## src/rcw_pkg.sv

```systemverilog
// rcw_pkg: shared types and constants of the reno congestion window keeper
// operation and phase codes, config register indexes, controller command/status structs
// no dependencies
package rcw_pkg;

	// operation carried in the input word's tuser
	typedef enum logic [1:0] {
		OP_NEW     = 2'd0,
		OP_DUP     = 2'd1,
		OP_TIMEOUT = 2'd2,
		OP_QUERY   = 2'd3
	} op_t;

	// congestion control phase
	typedef enum logic [1:0] {
		PH_SLOW  = 2'd0,
		PH_AVOID = 2'd1,
		PH_REC   = 2'd2
	} phase_t;

	// config register indexes
	localparam int unsigned CFG_IDX_W = 2;
	localparam logic [CFG_IDX_W-1:0] CFG_SEG = 2'd0;
	localparam logic [CFG_IDX_W-1:0] CFG_WIN = 2'd1;
	localparam logic [CFG_IDX_W-1:0] CFG_THR = 2'd2;
	localparam int unsigned CFG_DATA_W = 16;

	// config reset values
	localparam logic [15:0] SEG_RESET = 16'd1460;
	localparam logic [10:0] WIN_RESET = 11'd1;
	localparam logic [15:0] THR_RESET = 16'd64;

	// duplicate ack count that fires fast retransmit
	localparam logic [1:0] DUP_TRIGGER = 2'd3;

	// controller to datapath commands
	typedef struct packed {
		logic load_item;
		logic init_win;
		logic init_thr;
		logic init_fin;
		logic exec;
		logic prep;
		logic loop_step;
		logic load_out;
	} cmd_t;

	// datapath to controller status
	typedef struct packed {
		logic cfg_hit;
		logic need_avoid;
		logic phase_avoid;
		logic loop_done;
		logic out_free;
	} sts_t;

	// 32-bit add that saturates at all ones
	function automatic logic [31:0] sat_add(input logic [31:0] a, input logic [31:0] b);
		logic [32:0] s;
		s = {1'b0, a} + {1'b0, b};
		return s[32] ? 32'hFFFF_FFFF : s[31:0];
	endfunction

endpackage

```

## src/rcw_ctrl.sv

```systemverilog
// rcw_ctrl: sequencing state machine of the reno congestion window keeper
// drives datapath commands from datapath status; uses rcw_pkg
module rcw_ctrl (
	input  logic          clk,
	input  logic          arst_n,
	input  logic          s_tvalid,
	output logic          s_tready,
	input  rcw_pkg::sts_t sts,
	output rcw_pkg::cmd_t cmd
);

	typedef enum logic [2:0] {
		S_INIT_W,
		S_INIT_T,
		S_INIT_P,
		S_IDLE,
		S_EXEC,
		S_PREP,
		S_LOOP,
		S_RESULT
	} state_t;

	state_t state_q;
	logic   ready_q;

	always_ff @(posedge clk or negedge arst_n) begin
		if (!arst_n) begin
			state_q <= S_INIT_W;
			ready_q <= 1'b0;
		end else if (sts.cfg_hit) begin
			// a write to the seg, win or thr register index reloads the whole state
			state_q <= S_INIT_W;
			ready_q <= 1'b0;
		end else begin
			case (state_q)
				S_INIT_W: state_q <= S_INIT_T;
				S_INIT_T: state_q <= S_INIT_P;
				S_INIT_P: begin
					state_q <= S_IDLE;
					ready_q <= 1'b1;
				end
				S_IDLE: begin
					if (s_tvalid && ready_q) begin
						state_q <= S_EXEC;
						ready_q <= 1'b0;
					end
				end
				S_EXEC: state_q <= sts.need_avoid ? S_PREP : S_RESULT;
				S_PREP: state_q <= sts.phase_avoid ? S_LOOP : S_RESULT;
				S_LOOP: begin
					if (sts.loop_done) begin
						state_q <= S_RESULT;
					end
				end
				S_RESULT: begin
					if (sts.out_free) begin
						state_q <= S_IDLE;
						ready_q <= 1'b1;
					end
				end
				default: begin
					state_q <= S_INIT_W;
					ready_q <= 1'b0;
				end
			endcase
		end
	end

	assign s_tready = ready_q;

	always_comb begin
		cmd           = '0;
		cmd.load_item = s_tvalid && ready_q;
		cmd.init_win  = (state_q == S_INIT_W);
		cmd.init_thr  = (state_q == S_INIT_T);
		cmd.init_fin  = (state_q == S_INIT_P);
		cmd.exec      = (state_q == S_EXEC);
		cmd.prep      = (state_q == S_PREP);
		cmd.loop_step = (state_q == S_LOOP);
		cmd.load_out  = (state_q == S_RESULT) && sts.out_free;
	end

	a_cmd_onehot: assert property (@(posedge clk) disable iff (!arst_n)
		$onehot0({cmd.load_item, cmd.init_win, cmd.init_thr, cmd.init_fin,
			cmd.exec, cmd.prep, cmd.loop_step, cmd.load_out}))
		else $error("more than one datapath command at once");

	a_out_free: assert property (@(posedge clk) disable iff (!arst_n)
		cmd.load_out |-> sts.out_free)
		else $error("result loaded over an untaken word");

	a_accept_exec: assert property (@(posedge clk) disable iff (!arst_n)
		(cmd.load_item && !sts.cfg_hit) |=> cmd.exec)
		else $error("accepted word not executed next cycle");

endmodule

```

## src/rcw_datapath.sv

```systemverilog
// rcw_datapath: config registers, window state, avoidance loop and result register
// executes commands from rcw_ctrl and reports status; uses rcw_pkg
module rcw_datapath (
	input  logic                            clk,
	input  logic                            arst_n,
	input  rcw_pkg::cmd_t                   cmd,
	output rcw_pkg::sts_t                   sts,
	input  logic                            cfg_we,
	input  logic [rcw_pkg::CFG_IDX_W-1:0]   cfg_index,
	input  logic [rcw_pkg::CFG_DATA_W-1:0]  cfg_data,
	input  logic [95:0]                     s_tdata,
	input  logic [1:0]                      s_tuser,
	output logic                            m_tvalid,
	input  logic                            m_tready,
	output logic [95:0]                     m_tdata,
	output logic [2:0]                      m_tuser
);

	// config registers
	logic [15:0] seg_q;
	logic [10:0] win_seg_q;
	logic [15:0] thr_seg_q;

	// congestion state
	logic [31:0]      window_q;
	logic [31:0]      threshold_q;
	rcw_pkg::phase_t  phase_q;
	logic [1:0]       dup_q;
	logic [31:0]      avoid_q;
	logic             rtx_q;
	logic             m_valid_q;

	// item and loop registers
	rcw_pkg::op_t op_q;
	logic [31:0]  acked_q;
	logic [31:0]  flight_q;
	logic [31:0]  adv_q;
	logic [32:0]  acc_q;
	logic [31:0]  w_q;

	// result word
	logic [31:0] out_allow_q;
	logic [31:0] out_win_q;
	logic [31:0] out_thr_q;
	logic [1:0]  out_phase_q;
	logic        out_rtx_q;

	// zero config values count as one
	logic [15:0] seg_eff;
	logic [10:0] win_eff;
	logic [15:0] thr_eff;
	logic [15:0] mul_b;
	logic [31:0] product;
	logic [31:0] seg32;
	logic [31:0] seg3;
	logic [31:0] half;
	logic [31:0] floor2;
	logic [31:0] reduced;
	logic [1:0]  dup_next;
	logic        below;
	logic [31:0] room;
	logic [31:0] grow;
	logic        reach;
	logic [31:0] usable;
	logic [31:0] allow;

	assign seg_eff = (seg_q == 16'd0) ? 16'd1 : seg_q;
	assign win_eff = (win_seg_q == 11'd0) ? 11'd1 : win_seg_q;
	assign thr_eff = (thr_seg_q == 16'd0) ? 16'd1 : thr_seg_q;

	// one shared multiplier for both reset products
	assign mul_b   = cmd.init_win ? {5'd0, win_eff} : thr_eff;
	assign product = {16'd0, seg_eff} * {16'd0, mul_b};

	assign seg32   = {16'd0, seg_eff};
	assign seg3    = {15'd0, seg_eff, 1'b0} + seg32;
	assign half    = {1'b0, flight_q[31:1]};
	assign floor2  = {15'd0, seg_eff, 1'b0};
	assign reduced = (half > floor2) ? half : floor2;

	assign dup_next = (dup_q == rcw_pkg::DUP_TRIGGER) ? dup_q : dup_q + 2'd1;

	// slow start growth toward the threshold
	assign below = window_q < threshold_q;
	assign room  = below ? threshold_q - window_q : 32'd0;
	assign grow  = (acked_q < room) ? acked_q : room;
	assign reach = !below || (acked_q >= room);

	assign usable = (adv_q < window_q) ? adv_q : window_q;
	assign allow  = (usable > flight_q) ? usable - flight_q : 32'd0;

	always_comb begin
		sts             = '0;
		sts.cfg_hit     = cfg_we && ((cfg_index == rcw_pkg::CFG_SEG) ||
			(cfg_index == rcw_pkg::CFG_WIN) || (cfg_index == rcw_pkg::CFG_THR));
		sts.need_avoid  = (op_q == rcw_pkg::OP_NEW) && (phase_q != rcw_pkg::PH_REC) &&
			(acked_q != 32'd0);
		sts.phase_avoid = (phase_q == rcw_pkg::PH_AVOID);
		sts.loop_done   = acc_q < {1'b0, w_q};
		sts.out_free    = !m_valid_q || m_tready;
	end

	always_ff @(posedge clk or negedge arst_n) begin
		if (!arst_n) begin
			seg_q       <= rcw_pkg::SEG_RESET;
			win_seg_q   <= rcw_pkg::WIN_RESET;
			thr_seg_q   <= rcw_pkg::THR_RESET;
			window_q    <= '0;
			threshold_q <= '0;
			phase_q     <= rcw_pkg::PH_SLOW;
			dup_q       <= '0;
			avoid_q     <= '0;
			rtx_q       <= 1'b0;
			m_valid_q   <= 1'b0;
		end else begin
			if (cfg_we) begin
				case (cfg_index)
					rcw_pkg::CFG_SEG: seg_q <= cfg_data;
					rcw_pkg::CFG_WIN: win_seg_q <= cfg_data[10:0];
					rcw_pkg::CFG_THR: thr_seg_q <= cfg_data;
					default: ;
				endcase
			end
			if (cmd.init_win) begin
				window_q <= product;
			end
			if (cmd.init_thr) begin
				threshold_q <= product;
			end
			if (cmd.init_fin) begin
				phase_q <= (window_q >= threshold_q) ? rcw_pkg::PH_AVOID : rcw_pkg::PH_SLOW;
				dup_q   <= '0;
				avoid_q <= '0;
			end
			if (cmd.load_item) begin
				rtx_q <= 1'b0;
			end
			if (cmd.exec) begin
				case (op_q)
					rcw_pkg::OP_NEW: begin
						dup_q <= '0;
						if (phase_q == rcw_pkg::PH_REC) begin
							window_q <= threshold_q;
							avoid_q  <= '0;
							phase_q  <= rcw_pkg::PH_AVOID;
						end else if (acked_q != 32'd0 && phase_q == rcw_pkg::PH_SLOW) begin
							window_q <= window_q + grow;
							if (reach) begin
								phase_q <= rcw_pkg::PH_AVOID;
							end
						end
					end
					rcw_pkg::OP_DUP: begin
						dup_q <= dup_next;
						if (phase_q == rcw_pkg::PH_REC) begin
							window_q <= rcw_pkg::sat_add(window_q, seg32);
						end else if (dup_next == rcw_pkg::DUP_TRIGGER) begin
							threshold_q <= reduced;
							window_q    <= rcw_pkg::sat_add(reduced, seg3);
							avoid_q     <= '0;
							phase_q     <= rcw_pkg::PH_REC;
							rtx_q       <= 1'b1;
						end
					end
					rcw_pkg::OP_TIMEOUT: begin
						threshold_q <= reduced;
						window_q    <= seg32;
						avoid_q     <= '0;
						dup_q       <= '0;
						phase_q     <= rcw_pkg::PH_SLOW;
					end
					default: ;
				endcase
			end
			if (cmd.loop_step && sts.loop_done) begin
				window_q <= w_q;
				avoid_q  <= acc_q[31:0];
			end
			if (cmd.load_out) begin
				m_valid_q <= 1'b1;
			end else if (m_tready) begin
				m_valid_q <= 1'b0;
			end
		end
	end

	// payload registers, no reset
	always_ff @(posedge clk) begin
		if (cmd.load_item) begin
			op_q     <= rcw_pkg::op_t'(s_tuser);
			acked_q  <= s_tdata[31:0];
			flight_q <= s_tdata[63:32];
			adv_q    <= s_tdata[95:64];
		end
		if (cmd.exec && op_q == rcw_pkg::OP_NEW && phase_q == rcw_pkg::PH_SLOW) begin
			acked_q <= acked_q - grow;
		end
		if (cmd.prep) begin
			acc_q <= {1'b0, avoid_q} + {1'b0, acked_q};
			w_q   <= (window_q == 32'd0) ? 32'd1 : window_q;
		end
		// one subtract-and-grow step per cycle
		if (cmd.loop_step && !sts.loop_done) begin
			acc_q <= acc_q - {1'b0, w_q};
			w_q   <= rcw_pkg::sat_add(w_q, seg32);
		end
		if (cmd.load_out) begin
			out_allow_q <= allow;
			out_win_q   <= window_q;
			out_thr_q   <= threshold_q;
			out_phase_q <= phase_q;
			out_rtx_q   <= rtx_q;
		end
	end

	assign m_tvalid = m_valid_q;
	assign m_tdata  = {out_thr_q, out_win_q, out_allow_q};
	assign m_tuser  = {out_phase_q, out_rtx_q};

	a_avoid_below: assert property (@(posedge clk) disable iff (!arst_n)
		(cmd.loop_step && sts.loop_done) |=> (avoid_q < window_q))
		else $error("avoidance remainder not below window");

	a_rtx_phase: assert property (@(posedge clk) disable iff (!arst_n)
		(m_valid_q && out_rtx_q) |-> (out_phase_q == rcw_pkg::PH_REC))
		else $error("fast retransmit outside fast recovery");

	a_timeout_win: assert property (@(posedge clk) disable iff (!arst_n)
		(cmd.exec && op_q == rcw_pkg::OP_TIMEOUT) |=> (window_q == {16'd0, $past(seg_eff)}))
		else $error("timeout did not collapse window to one segment");

endmodule

```

## src/reno_congestion_window.sv

```systemverilog
// reno_congestion_window: tcp reno congestion window keeper, stream in and stream out
// an accepted word passes the execute and result states; a new ack with bytes outside
//   fast recovery adds a prep state, then one-segment avoidance loop steps when it ends in avoidance
// a new word is taken only after the last word's result is loaded into the output register;
//   a result word held by the receiver stalls the next finished word, and the input behind it
// reset and every write to the seg, win or thr index reload the state in an init pass, tready held low
module reno_congestion_window (
	input  logic                            clk,
	input  logic                            arst_n,
	// input words
	input  logic                            s_tvalid,
	output logic                            s_tready,
	input  logic [95:0]                     s_tdata,   // acked bytes, bytes in flight, receiver window
	input  logic [1:0]                      s_tuser,   // operation
	// result words
	output logic                            m_tvalid,
	input  logic                            m_tready,
	output logic [95:0]                     m_tdata,   // sendable bytes, window_bytes, threshold_bytes
	output logic [2:0]                      m_tuser,   // retransmit_now, phase
	// config write port
	input  logic                            cfg_we,
	input  logic [rcw_pkg::CFG_IDX_W-1:0]   cfg_index,
	input  logic [rcw_pkg::CFG_DATA_W-1:0]  cfg_data
);

	// command and status between sequencer and datapath
	rcw_pkg::cmd_t cmd;
	rcw_pkg::sts_t sts;

	// sequencer: init pass, accept, execute, avoidance loop, result load
	rcw_ctrl u_ctrl (
		.clk      (clk),
		.arst_n   (arst_n),
		.s_tvalid (s_tvalid),
		.s_tready (s_tready),
		.sts      (sts),
		.cmd      (cmd)
	);

	// datapath: config, window state, subtract-and-grow loop, output register
	// the output register lets the next word be taken while a result waits
	rcw_datapath u_dp (
		.clk       (clk),
		.arst_n    (arst_n),
		.cmd       (cmd),
		.sts       (sts),
		.cfg_we    (cfg_we),
		.cfg_index (cfg_index),
		.cfg_data  (cfg_data),
		.s_tdata   (s_tdata),
		.s_tuser   (s_tuser),
		.m_tvalid  (m_tvalid),
		.m_tready  (m_tready),
		.m_tdata   (m_tdata),
		.m_tuser   (m_tuser)
	);

endmodule

```

## config.mk

```make
export PLATFORM = sky130hd
export DESIGN_NAME = reno_congestion_window
export DESIGN_NICKNAME = d
export VERILOG_FILES = /design/src/rcw_pkg.sv /design/src/rcw_ctrl.sv /design/src/rcw_datapath.sv /design/src/reno_congestion_window.sv
export SDC_FILE = /design/constraint.sdc
export NUM_CORES = 2
export LEC_CHECK = 0
export BUFFER_PORTS_ARGS = -buffer_cell sky130_fd_sc_hd__buf_4
export CELL_PAD_IN_SITES_DETAIL_PLACEMENT = 0
export CELL_PAD_IN_SITES_GLOBAL_PLACEMENT = 1
export CORE_MARGIN = 4
export CORE_UTILIZATION = 40
export CTS_CLUSTER_SIZE = 12
export DETAILED_ROUTE_END_ITERATION = 8
export PLACE_DENSITY_LB_ADDON = 0.1
export SKIP_CTS_REPAIR_TIMING = 1
export SYNTH_ARGS = -nofsm -noshare
export SYNTH_HDL_FRONTEND = slang
export SYNTH_SLANG_ARGS = --single-unit
```

## constraint.sdc

```tcl
create_clock -name clk -period 7.69 [get_ports clk]
set_clock_uncertainty 0.15 [all_clocks]
set_input_delay 1.538 -clock clk [delete_from_list [all_inputs] [get_ports clk]]
set_output_delay 1.538 -clock clk [all_outputs]
set_load 0.01 [all_outputs]
```

* Word-level counts from Yosys, hierarchy flattened
Cells that the tools add are included.
** Storage, ports and cells
- Flip-flop bits (word level) :: 411
- Input port bits :: 121
- Output and inout port bits :: 101
- Logic and storage cells :: 167
** Cells by class
- Add/sub/neg operators :: 11
- Order comparisons :: 8
- Reduce and logical (&&, ||, !) cells :: 36
- Multiply operators :: 1
- Multiplexer cells :: 69
- Eq/ne operators :: 19
** Operators with widths (number)
- $mux W32 :: 28
- $pmux W32 S3 :: 2
- $lt A32 B32 Y1 :: 3
- $sub A32 B32 Y32 :: 3
- $add A32 B16 Y33 :: 2
- $add A32 B32 Y33 :: 2
- $mux W33 :: 2
- $ge A32 B32 Y1 :: 2
- $pmux W32 S2 :: 1
- $mux W16 :: 3
- $lt A33 B32 Y1 :: 1
- $sub A33 B32 Y33 :: 1
- $add A32 B32 Y32 :: 1
- $gt A32 B32 Y1 :: 1
- $logic_not A16 Y1 :: 2
- $logic_not A32 Y1 :: 1
- $mul A16 B16 Y32 :: 1
- $reduce_bool A32 Y1 :: 1
- $gt A31 B17 Y1 :: 1
- $mux W31 :: 1
- $pmux W3 S8 :: 1
- $mux W2 :: 11
- $add A17 B16 Y18 :: 1
- $eq A3 B3 Y1 const B :: 4
- 25 further kinds :: 68

* Logic depth before layout (Yosys ltp)
- Depth in word-level cells :: 11
- Mapped depth :: 40
- Mapped depth without buffers :: 37

* By module
From an unflattened synthesis, not the netlist that was laid out.
** Second synthesis, totals
- Cell total of the unflattened synthesis :: 4746
- Area total of the unflattened synthesis :: 42391.9 um^2
** By module, submodules not included
- rcw_datapath :: times used 1, cells an instance 4714, area each 42084.1 um^2, sequential area each 11506.0 um^2
- rcw_ctrl :: times used 1, cells an instance 32, area each 307.8 um^2, sequential area each 100.1 um^2

* Worst setup path before layout
Ideal clock, no wire load.
- Path kind :: register -> register
- From :: register u_dp.window_q[0]
- To :: register u_dp.acked_q[30] (data pin)
- Stages on the path, launching flop included :: 39
- Setup slack :: -679 ps
- Data required time :: 7276 ps
- Data arrival time :: 7955 ps
- Setup time :: 264 ps
- Cell sequence :: dfrtp_1 ha_1 inv_1 fa_1 a21o_1 a21o_1 a21oi_1 o221ai_1 a211oi_1 o21ai_1 a31oi_1 o21ai_0 xor2_1 nand2_1 ha_1 nand4_1 nor3b_1 nor3b_1 (+3 left out) buf_1 clkbuf_1 nand2_1 o21ai_0 ha_1 inv_1 fa_1 a21o_1 a21o_1 a21boi_1 o21ai_1 a221o_1 a2111oi_2 o221a_2 a21oi_1 a21oi_1 xor2_1 o21ai_1
** Between the ends
- Longest elaborated chain between the ends :: 6
- Elaborated cells between the ends (all ways) :: 7
- Classes of those cells :: add/sub: 2; order compare: 2; mux: 3
** Ends and longest elaborated chain
- start: declaration :: line rcw_datapath.sv:25 : logic [31:0] window_q;
- start signal: assignment :: line rcw_datapath.sv:125 : window_q <= product;
- start signal: assignment :: line rcw_datapath.sv:143 : window_q <= threshold_q;
- start signal: assignment :: line rcw_datapath.sv:147 : window_q <= window_q + grow;
- $sub A32 B32 Y32 / $lt A32 B32 Y1 (equally long branches) :: line rcw_datapath.sv:85, rcw_datapath.sv:84
- $mux W32 (*) :: line rcw_datapath.sv:85 : assign room = below ? threshold_q - window_q : 32'd0;
- $lt A32 B32 Y1 :: line rcw_datapath.sv:86 : assign grow = (acked_q < room) ? acked_q : room;
- $mux W32 (*) :: line rcw_datapath.sv:86
- $sub A32 B32 Y32 (*) :: line rcw_datapath.sv:196 : acked_q <= acked_q - grow;
- $mux W32 (*) :: line rcw_datapath.sv:195 : if (cmd.exec && op_q == rcw_pkg::OP_NEW && phase_q == rcw_pkg::PH_SLOW) begin
- end signal: assignment :: line rcw_datapath.sv:191 : acked_q <= s_tdata[31:0];
- end signal: assignment :: line rcw_datapath.sv:196
- end: declaration :: line rcw_datapath.sv:35 : logic [31:0] acked_q;
Every way passes the cells marked *; elsewhere a longest branch is shown, timed or not.
A chain may end at the register's enable or synchronous reset.

* Worst setup path after layout
- From :: register u_dp.seg_q[8]
- To :: register u_dp.window_q[25]
** Between the ends
- Longest elaborated chain between the ends :: 11
- Elaborated cells between the ends (all ways) :: 18
- Classes of those cells :: add/sub: 3; mul: 1; order compare: 1; mux: 12; reduce/logical: 1
** Ends and longest elaborated chain
- start: declaration :: line rcw_datapath.sv:20 : logic [15:0] seg_q;
- start signal: assignment :: line rcw_datapath.sv:105 : seg_q <= rcw_pkg::SEG_RESET;
- start signal: assignment :: line rcw_datapath.sv:118 : rcw_pkg::CFG_SEG: seg_q <= cfg_data;
- $logic_not A16 Y1 :: line rcw_datapath.sv:67 : assign seg_eff = (seg_q == 16'd0) ? 16'd1 : seg_q;
- $mux W16 (*) :: line rcw_datapath.sv:67
- $gt A31 B17 Y1 :: line rcw_datapath.sv:79 : assign reduced = (half > floor2) ? half : floor2;
- $mux W31 :: line rcw_datapath.sv:79
- $add A32 B32 Y33 :: line rcw_pkg.sv:60 : s = {1'b0, a} + {1'b0, b};
- $mux W32 :: line rcw_pkg.sv:61 : return s[32] ? 32'hFFFF_FFFF : s[31:0];
- $mux W32 :: line rcw_datapath.sv:157 : end else if (dup_next == rcw_pkg::DUP_TRIGGER) begin
- $mux W32 :: line rcw_datapath.sv:155 : if (phase_q == rcw_pkg::PH_REC) begin
- $pmux W32 S3 :: line rcw_datapath.sv:139 : case (op_q)
- $mux W32 (*) :: line rcw_datapath.sv:138 : if (cmd.exec) begin
- $mux W32 (*) :: line rcw_datapath.sv:175 : if (cmd.loop_step && sts.loop_done) begin
- end signal: assignment :: line rcw_datapath.sv:143
- end signal: assignment :: line rcw_datapath.sv:156 : window_q <= rcw_pkg::sat_add(window_q, seg32);
- end signal: assignment :: line rcw_datapath.sv:176 : window_q <= w_q;
Marked as above.

==> flow_summary.toml <==
[route]
vias = 40400
route.detailed.drc = 0
drtAntennaViolNets = 0
wire_per_inst_um = 26.5
viasPerCell = 5.75
firstDrtPassIters = 6
wl_um = 186000
drt_iter0_drc = 4155

[clocking]
clkTransAtPathRegs_ps = 60
cts-htree-levels = 2
clkLatencyLatePin_ps = 690
cts.sinks = 411
cts_root_buffer = "clkbuf_16"
cts_tree = "built"
cts_buffers = 52
clock_path_buffers = 3

[setup_path]
cp_common_cell = "buf_6"
cp.required_ps = 8060
crit_fanout = 8
cp_slowest_cell = "fa_1"
arrival_ps = 8290
crit_path_max_incr_delay_ps = 580
path_class = "reg -> reg"
r2r_cells = 30
crit_buf_inv = 9
worstSetupStartpointType = "flip-flop"
r2r-end = "u_dp.window_q[25]$_DFF_PN0_"
reg2reg_from = "u_dp.seg_q[8]$_DFFE_PN1P_"
cp_top_family = "adder cells"
reg2reg_slack_ps = -230
cp-end-kind = "flip-flop"

[worst_hold_path]
whs_endpoint = "u_dp.out_rtx_q$_DFFE_PP_"
hp-start = "u_dp.rtx_q$_DFF_PN0_"
whs_path_depth = 0
hold_class = "reg -> reg"

[die]
coreArea_sq_mm = 0.104
die_area_sq_mm = 0.110
start_util_pct = 40.5
placementRows = 118
die_x_um = 332
ios = 222
die_h_um = 332

[placement]
place_ws_ps = -484
dp.final_hpwl_um = 148000
portBuffers = 221
place_congestion = 0.973
place_area_sq_mm = 0.0501

[grt]
use_met1_pct = 44.1
grt_max_degree = 98
met2_usage_pct = 50.0
grt_pass1_vias = 39400
grt_overflow = 0
grt_antenna_before_repair = 17
grt_usage_pct = 32.5
grt.busiest_layer = "met2"
grt_use_met3_pct = 6.21
grt_pass1_wl_um = 267000

[synth]
synth_top_area_cell = "edfxtp_1"
synth_ff_type = "edfxtp_1"
yosysWarnings = 0
synth.avg_cell_area_sq_um = 8.81
synthDistinctLibCells = 89
synth.area.top_cells = "edfxtp_1, ha_1, fa_1"
syn_area_sq_mm = 0.0420
syn_inst = 4773
synth_nets = 5554
ys_ff_latch = 411
ys_async_sr_fraction_pct = 36.3
synth_top_area_share_pct = 18.7
synth_seq_area_share_pct = 27.6
synth_edf_count = 262

[job]
drv_cap = 0

[sta]
max_slew_margin_pct = 21.0
finalSetupViolations = 11
finalHoldViolCount = 0
fmax_mhz = 126
drv_slew = 0
grt_setup_unrepaired = "yes"
fin_ws_ps = -229
min_period_over_period_pct = 103
setup-tns-final_ps = -1060
holdWs_ps = 301
worst_pin_slew_ps = 1180
finalCriticalPeriod_ps = 7920

[final_layout]
drive_gt1_share_pct = 25.8
area_growth_pct = 28.7
nets = 6380
design_area_sq_mm = 0.0541

[outcome]
status = "finished with violations"
violations = "setup timing"
[how the worst max path moves through the flow]
stage,startpoint,to,slack [ps],depth (start not counted)
3_5_place_dp,u_dp.seg_q[8]$_DFFE_PN1P_,u_dp.window_q[26]$_DFF_PN0_,-480,31
6_report,u_dp.seg_q[8]$_DFFE_PN1P_,u_dp.window_q[25]$_DFF_PN0_,-230,30
5_1_grt,u_dp.threshold_q[0]$_DFF_PN0_,u_dp.acked_q[30]$_DFFE_PP_,-620,38
4_1_cts,u_dp.threshold_q[0]$_DFF_PN0_,u_dp.acked_q[30]$_DFFE_PP_,-550,38
2_1_floorplan,u_dp.window_q[0]$_DFF_PN0_,u_dp.acked_q[30]$_DFFE_PP_,-4,38
3_3_place_gp,u_dp.threshold_q[0]$_DFF_PN0_,u_dp.acked_q[30]$_DFFE_PP_,-470,38
[cells by family after synthesis]
kind of cell    count (synthesis)  share of synthesized area [%]
simple gates                 1380                           14.7
mux                           134                           3.48
compound gates               1278                           19.6
buf+inv                       645                           5.79
flops                         411                           27.6
xor+xnor                      265                           5.52
fa+ha+maj                     660                           23.3
[Yosys cell counts (42+ instances only)]
library cell and number:
a21oi_1 346, clkbuf_1 150, mux2_2 93, o21ai_0 272
fa_1 204, nand2_1 500, nand3_1 104, o21a_1 54
nor3_1 75, nor2_1 404, inv_1 465, a21o_1 154
nand2b_1 45, xor2_1 101, o21ai_1 42, xnor2_1 164
dfrtp_1 141, nand4_1 49, ha_1 456, edfxtp_1 262
[registers in the layout (all words and copies together), names as in the netlist, 2 cells and up]
signal	flops
u_dp.out_allow_q	32
u_dp.threshold_q	32
u_dp.win_seg_q	11
u_dp.acc_q	33
u_ctrl.state_q	3
u_dp.thr_seg_q	16
u_dp.out_phase_q	2
u_dp.out_thr_q	32
u_dp.out_win_q	32
u_dp.phase_q	2
u_dp.acked_q	32
u_dp.dup_q	2
u_dp.op_q	2
u_dp.avoid_q	32
u_dp.flight_q	32
u_dp.seg_q	16
u_dp.window_q	32
u_dp.adv_q	32
u_dp.w_q	32
[layout make-up]
class | instances | area, sq um
Fill cell | 9999 | 49800
Multi-Input combinational cell | 3717 | 29800
Sequential cell | 411 | 11600
Timing Repair Buffer | 944 | 7440
Inverter | 472 | 1790
Tap cell | 1380 | 1730
Clock buffer | 72 | 1450
Clock inverter | 26 | 322
Antenna cell | 5 | 12.5
Timing Repair inverter | 1 | 7.51
[cell usage in the layout (no fill, tap or decap), types with 23 or more instances in the layout]
master	instances
mux2i_1	37
o21ai_0	228
edfxtp_1	262
xor2_1	97
xnor2_1	155
mux2_2	87
nor4_1	39
a21o_1	154
a211oi_1	27
inv_1	438
nor3_1	66
buf_4	884
o21bai_1	35
o21a_1	54
dfrtp_1	141
a31oi_1	33
nand4_1	49
inv_2	27
nand3_1	101
a2bb2oi_1	26
clkbuf_16	53
or3_1	23
o21ai_1	62
nand2_1	485
fa_1	192
and2_1	23
ha_1	433
a21oi_1	301
o211ai_1	39
nor2b_1	38
nand2b_1	43
buf_6	44
nor2_1	367
a21oi_2	41
[per-stage QoR]
stage	cells	utilization [%]
2_1_floorplan	4773	-
3_3_place_gp	6867	48.2
3_5_place_dp	6867	48.2
4_1_cts	6965	49.9
5_1_grt	7024	52.1
6_report	7028	52.1
[worst reg2reg max path: cells and delay by family (launching register included)]
kind	cells	cell delay (ps)
DFF	1	540
muxes	1	210
AOI/OAI and AO/OA	6	1360
adders and majority gates	8	3510
and+or+nand+nor	5	940
xor gates and xnor gates	1	190
buffers and inverters	9	890
[routing by layer]
layer	share of wire (%)	up-vias
met3	8.4	419
met2	44	1644
met5	0.033	-
met4	5.7	10
met1	42	19700
li1	-	18600
Power is left out: the tool's default activity adds up to more than one toggle a clock period on the data nets, which glitch-free logic cannot reach.
